**src/sv/agac_pkg.sv**
```systemverilog
// ----------------------------------------------------------------------------
// agac_pkg
// Shared widths, limits, register indexes, cell data types and saturating
// helpers for the affine-gap alignment cost core.
// ----------------------------------------------------------------------------
package agac_pkg;

  // Width of one DP cell value and the saturation limits.
  localparam int unsigned CELL_W = 21;
  localparam int unsigned COST_W = 20;
  localparam int unsigned SYM_W  = 8;
  localparam int unsigned REG_W  = 8;
  localparam int unsigned IDX_W  = 2;

  localparam logic [CELL_W-1:0] CELL_CAP = {CELL_W{1'b1}};
  localparam logic [COST_W-1:0] OUT_CAP  = {COST_W{1'b1}};

  // Default capacity of the stored first sequence.
  localparam int unsigned MAX_LEN_DEF = 1024;

  // Configuration register indexes.
  localparam logic [IDX_W-1:0] REG_MISMATCH   = 2'd0;
  localparam logic [IDX_W-1:0] REG_GAP_OPEN   = 2'd1;
  localparam logic [IDX_W-1:0] REG_GAP_EXTEND = 2'd2;

  // Configuration reset values.
  localparam logic [REG_W-1:0] MISMATCH_RST   = 8'd4;
  localparam logic [REG_W-1:0] GAP_OPEN_RST   = 8'd10;
  localparam logic [REG_W-1:0] GAP_EXTEND_RST = 8'd1;

  // Operands of one cell update.
  typedef struct packed {
    logic [CELL_W-1:0] up_d;
    logic [CELL_W-1:0] up_p;
    logic [CELL_W-1:0] diag;
    logic [CELL_W-1:0] left_d;
    logic [CELL_W-1:0] left_q;
    logic [SYM_W-1:0]  a_sym;
    logic [SYM_W-1:0]  b_sym;
    logic [REG_W-1:0]  mismatch;
    logic [REG_W-1:0]  gap_open;
    logic [REG_W-1:0]  gap_extend;
  } agac_cell_in_t;

  // Results of one cell update.
  typedef struct packed {
    logic [CELL_W-1:0] d;
    logic [CELL_W-1:0] p;
    logic [CELL_W-1:0] q;
  } agac_cell_out_t;

  // Clamp a sum with one carry bit to the cell range.
  function automatic logic [CELL_W-1:0] sat_cell(input logic [CELL_W:0] v);
    sat_cell = v[CELL_W] ? CELL_CAP : v[CELL_W-1:0];
  endfunction

  function automatic logic [CELL_W-1:0] min_cell(input logic [CELL_W-1:0] x,
                                                 input logic [CELL_W-1:0] y);
    min_cell = (x < y) ? x : y;
  endfunction

endpackage

```
**src/sv/agac_cell.sv**
```systemverilog
// ----------------------------------------------------------------------------
// agac_cell
// Shared cell update unit: computes D, P and Q of one DP cell with
// saturating affine-gap recurrences. Used once per cycle by the row sweep.
// ----------------------------------------------------------------------------
module agac_cell
  import agac_pkg::*;
(
  input  agac_cell_in_t  cin,
  output agac_cell_out_t cout
);

  logic [REG_W:0]    open_ext;
  logic [CELL_W-1:0] p_open;
  logic [CELL_W-1:0] p_ext;
  logic [CELL_W-1:0] q_open;
  logic [CELL_W-1:0] q_ext;
  logic [CELL_W-1:0] p_val;
  logic [CELL_W-1:0] q_val;
  logic [REG_W-1:0]  sub_cost;
  logic [CELL_W-1:0] d_diag;

  always_comb begin
    open_ext = {1'b0, cin.gap_open} + {1'b0, cin.gap_extend};

    // Vertical gap: open from D above or extend P above.
    p_open = sat_cell({1'b0, cin.up_d} + (CELL_W + 1)'(open_ext));
    p_ext  = sat_cell({1'b0, cin.up_p} + (CELL_W + 1)'(cin.gap_extend));
    p_val  = min_cell(p_open, p_ext);

    // Horizontal gap: open from new D on the left or extend Q on the left.
    q_open = sat_cell({1'b0, cin.left_d} + (CELL_W + 1)'(open_ext));
    q_ext  = sat_cell({1'b0, cin.left_q} + (CELL_W + 1)'(cin.gap_extend));
    q_val  = min_cell(q_open, q_ext);

    // Diagonal move: free on a match.
    sub_cost = (cin.a_sym == cin.b_sym) ? '0 : cin.mismatch;
    d_diag   = sat_cell({1'b0, cin.diag} + (CELL_W + 1)'(sub_cost));

    cout.p = p_val;
    cout.q = q_val;
    cout.d = min_cell(d_diag, min_cell(p_val, q_val));
  end

endmodule

```
**config.mk**
```make
export PLATFORM = sky130hd
export DESIGN_NAME = agac_cell
export DESIGN_NICKNAME = d
export VERILOG_FILES = /design/src/sv/agac_pkg.sv /design/src/sv/agac_cell.sv
export SDC_FILE = /design/constraint.sdc
export NUM_CORES = 1
export LEC_CHECK = 0
export ABC_AREA = 1
export BUFFER_PORTS_ARGS = -buffer_cell sky130_fd_sc_hd__buf_2
export CAP_MARGIN = 20
export CELL_PAD_IN_SITES_DETAIL_PLACEMENT = 2
export CELL_PAD_IN_SITES_GLOBAL_PLACEMENT = 2
export CORE_ASPECT_RATIO = 0.5
export CORE_UTILIZATION = 27
export DETAILED_ROUTE_END_ITERATION = 10
export GPL_TIMING_DRIVEN = 0
export PLACE_DENSITY = 0.94
export SYNTH_ARGS = -nofsm -noshare
export SYNTH_HDL_FRONTEND = slang
export SYNTH_SLANG_ARGS = --single-unit
```
**constraint.sdc**
```tcl
create_clock -name vclk -period 10.5
set_input_delay 1.05 -clock vclk [all_inputs]
set_output_delay 1.05 -clock vclk [all_outputs]
set_load 0.02 [all_outputs]
```
; After elaboration in Yosys (flattened, before gate mapping)
; Index checks and enable logic that the tools add are counted.
[totals]
wordCells = 21
rom_bits = 0
latch_bits = 0
n_memories = 0
input_bits = 145
mem_bits_rw = 0
register_bits = 0
out_inout_bits = 63
[op_classes]
magnitude_cmp = 4
reduce_logical = 0
eq_ne = 1
div_mod_pow = 0
add_sub_neg = 6
bitwise = 0
n_mul = 0
mux = 10
shifts = 0
[op_table]
columns = cell, n
row1 = 2-to-1 mux 21 bit, 9
row2 = < comparator 21 bit, 4
row3 = adder 21 x 8 -> 22 bit, 3
row4 = adder 21 x 9 -> 22 bit, 2
row5 = adder 8 x 8 -> 9 bit, 1
row6 = equality test 8 bit, 1
row7 = 2-to-1 mux 8 bit, 1

; Logic depth before layout (Yosys ltp)
; Gate-level depths: netlist (run 1).
[logic_depth]
depth_word = 9
depth_mapped = 59

; Worst setup path before layout (run 1)
; Ideal clock, no wire load.
[synth_timing]
path_kind = input to output
startpoint = input port cin[0] in the netlist's numbering
endpoint = output port cout[52] in the netlist's numbering
arrival_time_ns = 9.053
required_ns = 9.450
path_stages = 49
path_buffers = 3
setup_slack_ns = 0.397
cell_sequence = ha_1 > inv_1 > fa_1 > o21ai_0 > a21oi_1 > o21ai_0 > xnor2_1 > inv_1 > ha_1 > a21oi_1 > o21bai_1 > a21oi_1 > nor2_1 > nand3_1 > nor2_1 > nand3_1 > o21ai_0 > nand3b_1 > [13 not listed] > o21ai_0 > a221oi_1 > o21ai_0 > a21oi_2 > nand2_4 > inv_1 > nand2_1 > o21ai_0 > inv_1 > ha_1 > nand4_1 > or3_1 > nor4_1 > nand2_4 > nand2_2 > buf_6 > nand2_1 > nand2_1
[synth_lines]
columns = item, line_no
row1 = "start, declared", agac_cell.sv:9  ; input agac_cell_in_t cin,
row2 = "end, declared", agac_cell.sv:10  ; output agac_cell_out_t cout

==> results.toml, run 1 <==
[power]
switchingPower_w = 0.00124
ir_drop_mv = 0.0887
internal-power_w = 0.000694
leakage_nw = 5.59
seqPwrFrac = 0
comb_power_share = 1.000
p_per_area_nw_per_um2 = 175
switching_share = 0.642
p_clk_frac = 0

[die]
start_util = 0.280
fp-row-count = 40
io_pins = 208
core_area_um2 = 24400
die_area_um2 = 26000
die_w_um = 227
die_h_um = 115

[global_routing]
antenna_found_initial = 1
grt_pass1_vias = 11500
grt_overflow = 0
grt_pass1_wl_um = 70700
grt_usage = 0.352
grt_max_degree = 11

[cells_and_area]
fin_cells = 1869
nFillCells = 2940
seq_cells = 0
drive_gt1_frac = 0.409
regArea_um2 = 0
n_clock_buffer = 0
areaGrowthSynthToFinish_pct = 61.8
nets = 1815

[drt]
drtPass1Iterations = 5
vias = 11800
wl_per_cell_um = 34.0
drc = 0
drt_wl_total_um = 63600
drt-initial-drc-count = 1541
vias_per_cell = 6.34
antenna_left = 0

[synth]
synth_top_cell_area_share = 0.238
syn_inst = 1218
synth_common_cells = "327 x nand2_1, 169 x inv_1, 130 x ha_1, 103 x o21ai_0, 97 x a21oi_1"
avgSynthCellArea_um2 = 5.62
synth_cell_types = 40
ys_warn_count = 0
syn_nets = 1499
yosysMostFrequentCell = "nand2_1"
yosysTopAreaCell = "ha_1"
syn_area_um2 = 6840
synth.area.top_cells = "ha_1 24%, nand2_1 18%, inv_1 9.3%"
synth.yosys.seq_area_share = 0

[sta]
whs_ps = 2740
maxSlewViolCount = 0
fin_ws_ps = -981
setup_viol = 21
finalHoldViolations = 0
fin_crit_sh = 1.09
worstMarginPinSlew_ps = 903
max_freq_mhz = 87.1
timing.final.crit_period_ps = 11480
max-slew-margin-rel = 0.392

[job]
cap_violations = 0

[critical_path]
worstPathMaxFanout = 10
critPathKind = "in2out"
max_stage_delay_ps = 550
cp-end-kind = "output pin"
cpMaxStageDelayCell = "fa_1"
worstPathRequired_ps = 9450
crit_path_start_kind = "input port"
worstPathArrival_ps = 10430
cpMostUsedCell = "nand2_1"

[worst_hold_path]
min_path_type = "in2out"

[placed_design]
place_congestion = 0.902
hpwl_um = 32500
placedCellCount = 1762
portBuffers = 208

[clocking]
cts_hold_buf = 0

[run_status]
status = "finished with violations"
violations = "setup timing"
## cell families (layout without fill, tap and decap cells)
logic type / count (synthesis) / after routing / synth area share
other: 0 / 1 / 0
adders and majority gates: 136 / 136 / 0.255
buffers and inverters: 192 / 505 / 0.109
and+or+nand+nor: 595 / 596 / 0.378
AOI/OAI and AO/OA: 244 / 244 / 0.192
xor gates and xnor gates: 51 / 51 / 0.0653
## power groups by stage
| stage | Sequential, W | Combinational (W) | Clock [W] |
|---|---|---|---|
| after floorplan | 0 | 0.000716 | 0 |
| after global placement | 0 | 0.00102 | 0 |
| after detailed placement | 0 | 0.00114 | 0 |
| after CTS | 0 | 0.00127 | 0 |
| after global routing | 0 | 0.00196 | 0.0000000000128 |
| final | 0 | 0.00194 | 0.0000000000128 |
## final cells by class
class	instances	area (µm²)	share of cell area
multi-input cells	1027	7700	0.696
repair buffers	314	2000	0.181
inverters	171	669	0.0605
well taps	336	420	0.0380
plain buffers	20	270	0.0244
diodes	1	2.50	0.000226
## path summary, 6_finish.rpt
| check | startpoint | cells past startpoint | end | slack (ps) |
|---|---|---|---|---|
| hold / removal | cin[53] | 4 | cout[13] | 2740 |
| setup / recovery | cin[1] | 52 | cout[61] | -980 |
## worst max-delay path: cells and delay by family
kind	cells	cell delay [ps]
buffers and inverters	14	1910
AND/OR/NAND/NOR	24	3560
AO/OA/AOI/OAI	10	2200
adder cells (fa/ha/maj)	4	1660
## through the flow
| step | setup TNS, ps | utilization | instance area (µm²) | setup slack [ps] | power, W |
|---|---|---|---|---|---|
| finish | -18460 | 0.453 | 11100 | -981 | 0.00194 |
| global route | -17350 | 0.453 | 11100 | -925 | 0.00196 |
| CTS | 0 | 0.374 | 9120 | 0.590 | 0.00127 |
| detailed placement | -49260 | 0.340 | 8300 | -2390 | 0.00114 |
| global placement | -28310 | 0.340 | 8300 | -1400 | 0.00102 |
| floorplan | 0 | - | 6840 | 397 | 0.000716 |
## cells in the final DEF (no fill, tap or decap), types with 33 or more instances in the layout
cell | Yosys | final
ha_1 | 130 | 87
a21oi_1 | 97 | 72
nand2_2 | 12 | 38
nor2_1 | 90 | 77
nand3_1 | 85 | 65
inv_1 | 169 | 142
buf_4 | 2 | 102
nand2_1 | 327 | 288
ha_4 | 0 | 35
o21ai_2 | 0 | 33
o21ai_0 | 103 | 39
buf_2 | 3 | 195
## repair_timing
action | 4_1_cts | 5_1_grt
endpoints found under the setup margin | 21 | 21
resized for setup | 168 | 314
gates cloned | 1 | 5
pin swaps | 34 | 103
endpoints found under the hold margin | 0 | 0
setup buffers | 36 | 66
## routing by layer
| layer | vias up | share of wire | GRT usage |
|---|---|---|---|
| met4 | 0 | 0.048 | 0.138 |
| li1 | 4686 | - | - |
| met3 | 257 | 0.12 | 0.0523 |
| met1 | 5904 | 0.41 | 0.442 |
| met5 | - | 0 | 0 |
| met2 | 1002 | 0.43 | 0.605 |
(Power assumes the default switching activity.)
==> inputs of run 2 (changes only) <==
Settings changed: SETUP_SLACK_MARGIN set to 0.4, SLEW_MARGIN set to 20, TNS_END_PERCENT set to 50.
==> run 2 against run 1 <==
The run still ends with setup timing left; global-route usage increased by 3.4 points; die area unchanged; first-iteration DRC count decreased by 2.8%; count of clock-buffer cells in the layout unchanged.
==> results.toml, run 2 (synthesis gave the netlist of run 1 again) <==
[run_status]
status = "finished with violations"
violations = "setup timing"

[critical_path]
worstPathMaxFanout = 10
crit_path_start_kind = "input port"
cp-end-kind = "output pin"
worstPathRequired_ps = 9450
cpMaxStageDelayCell = "nor3_1"
cpMostUsedCell = "nand2_1"
worstPathArrival_ps = 10850
critPathKind = "in2out"
max_stage_delay_ps = 620

[die]
io_pins = 208
core_area_um2 = 24400
fp-row-count = 40
start_util = 0.280
die_h_um = 115
die_w_um = 227
die_area_um2 = 26000

[cells_and_area]
final_core_util = 0.476
drive_gt1_frac = 0.435
regArea_um2 = 0
nets = 1830
n_clock_buffer = 0
fin_area_um2 = 11600
seq_cells = 0
final_cell_mix = "252 x nand2_1, 184 x buf_2, 141 x inv_1"
multi_input_area_um2 = 7940
layout_commonest_cell = "nand2_1"
nFillCells = 2893
areaGrowthSynthToFinish_pct = 69.9

[sta]
setup_viol = 21
max_freq_mhz = 84.0
tns_ps = -28470
maxSlewViolCount = 0
timing.final.crit_period_ps = 11900
fin_ws_ps = -1400
whs_ps = 2750
fin_crit_sh = 1.13
worstMarginPinSlew_ps = 804
max-slew-margin-rel = 0.459
finalHoldViolations = 0
rsz0062_at_grt = "true"

[drt]
drt-initial-drc-count = 1498
drtPass1Iterations = 5
vias = 12200
drt_wl_total_um = 69400
wl_per_cell_um = 36.8
antenna_left = 0
drc = 0
vias_per_cell = 6.50

[placed_design]
placed_cell_area_um2 = 8300
place_congestion = 0.910
portBuffers = 208
hpwl_um = 32000
post-place-ws_ps = -2420

[worst_hold_path]
min_path_type = "in2out"

[global_routing]
antenna_found_initial = 1
grt_max_degree = 11
grt_pass1_wl_um = 76300
grt_pass1_vias = 11900
grt_usage = 0.386
grt_overflow = 0

[power]
leakage_nw = 5.82
p_per_area_nw_per_um2 = 184
ir_drop_mv = 0.0652

[job]
cap_violations = 0

[clocking]
cts_hold_buf = 0
run 2: changes by cell type in the layout (fill, tap and decap cells not counted), moves of 4 or more:
cell | before | now
o21ai_4 | 21 | 29
nand2_1 | 288 | 252
buf_2 | 195 | 184
o21ai_2 | 33 | 21
nand3_2 | 14 | 20
ha_2 | 8 | 2
nand2_2 | 38 | 55
nand3_1 | 65 | 61
nand2_4 | 14 | 30
buf_6 | 17 | 40
run 2: per-layer routing:
layer  wire (µm)  global-route usage  up-vias
met4        4040               0.159        0
met1       28000               0.498     6136
met3        8450              0.0811      312
met2       28900               0.625     1088
li1            -                   -     4712
met5           0                   0        -
run 2: path summary, 6_finish.rpt:
path / from / to / slack, ps / cells after the start
worst max-delay path: cin[40] / cout[61] / -1400 / 47
worst min-delay path: cin[53] / cout[13] / 2750 / 4
run 2: area by class of cell:
type	count	area share
tap	336	0.0362
antenna	2	0.000431
timing repair buffer	329	0.195
buffer	21	0.0261
multi-input combinational	1026	0.683
inverter	171	0.0591
run 2: report_power, final:
| group | leakage [nW] | switching, W | internal, W |
|---|---|---|---|
| sequential | 0 | 0 | 0 |
| clock | 0.0000127 | 0 | 0.0000000000303 |
| combinational | 5.82 | 0.00136 | 0.000774 |
run 2: per-stage QoR:
stage | total power [W] | std cells
final | 0.00214 | 1885
after detailed placement | 0.00113 | 1762
after global routing | 0.00214 | 1884
after CTS | 0.00135 | 1820
after floorplan | 0.000716 | 1218
after global placement | 0.00102 | 1762
run 2: critical path, delay by kind of cell:
kind / cells / cell delay (ps)
buffers and inverters: 11 / 1480
AND/OR/NAND/NOR: 24 / 4610
adder cells (fa/ha/maj): 5 / 1540
AO/OA/AOI/OAI: 7 / 2130
run 2: timing repair:
| action | CTS | global route |
|---|---|---|
| pin swaps | 39 | 109 |
| setup endpoints to repair | 21 | 21 |
| resized for setup | 239 | 344 |
| gates cloned | 4 | 4 |
| buffers inserted | 54 | 59 |
| hold endpoints to repair | 0 | 0 |
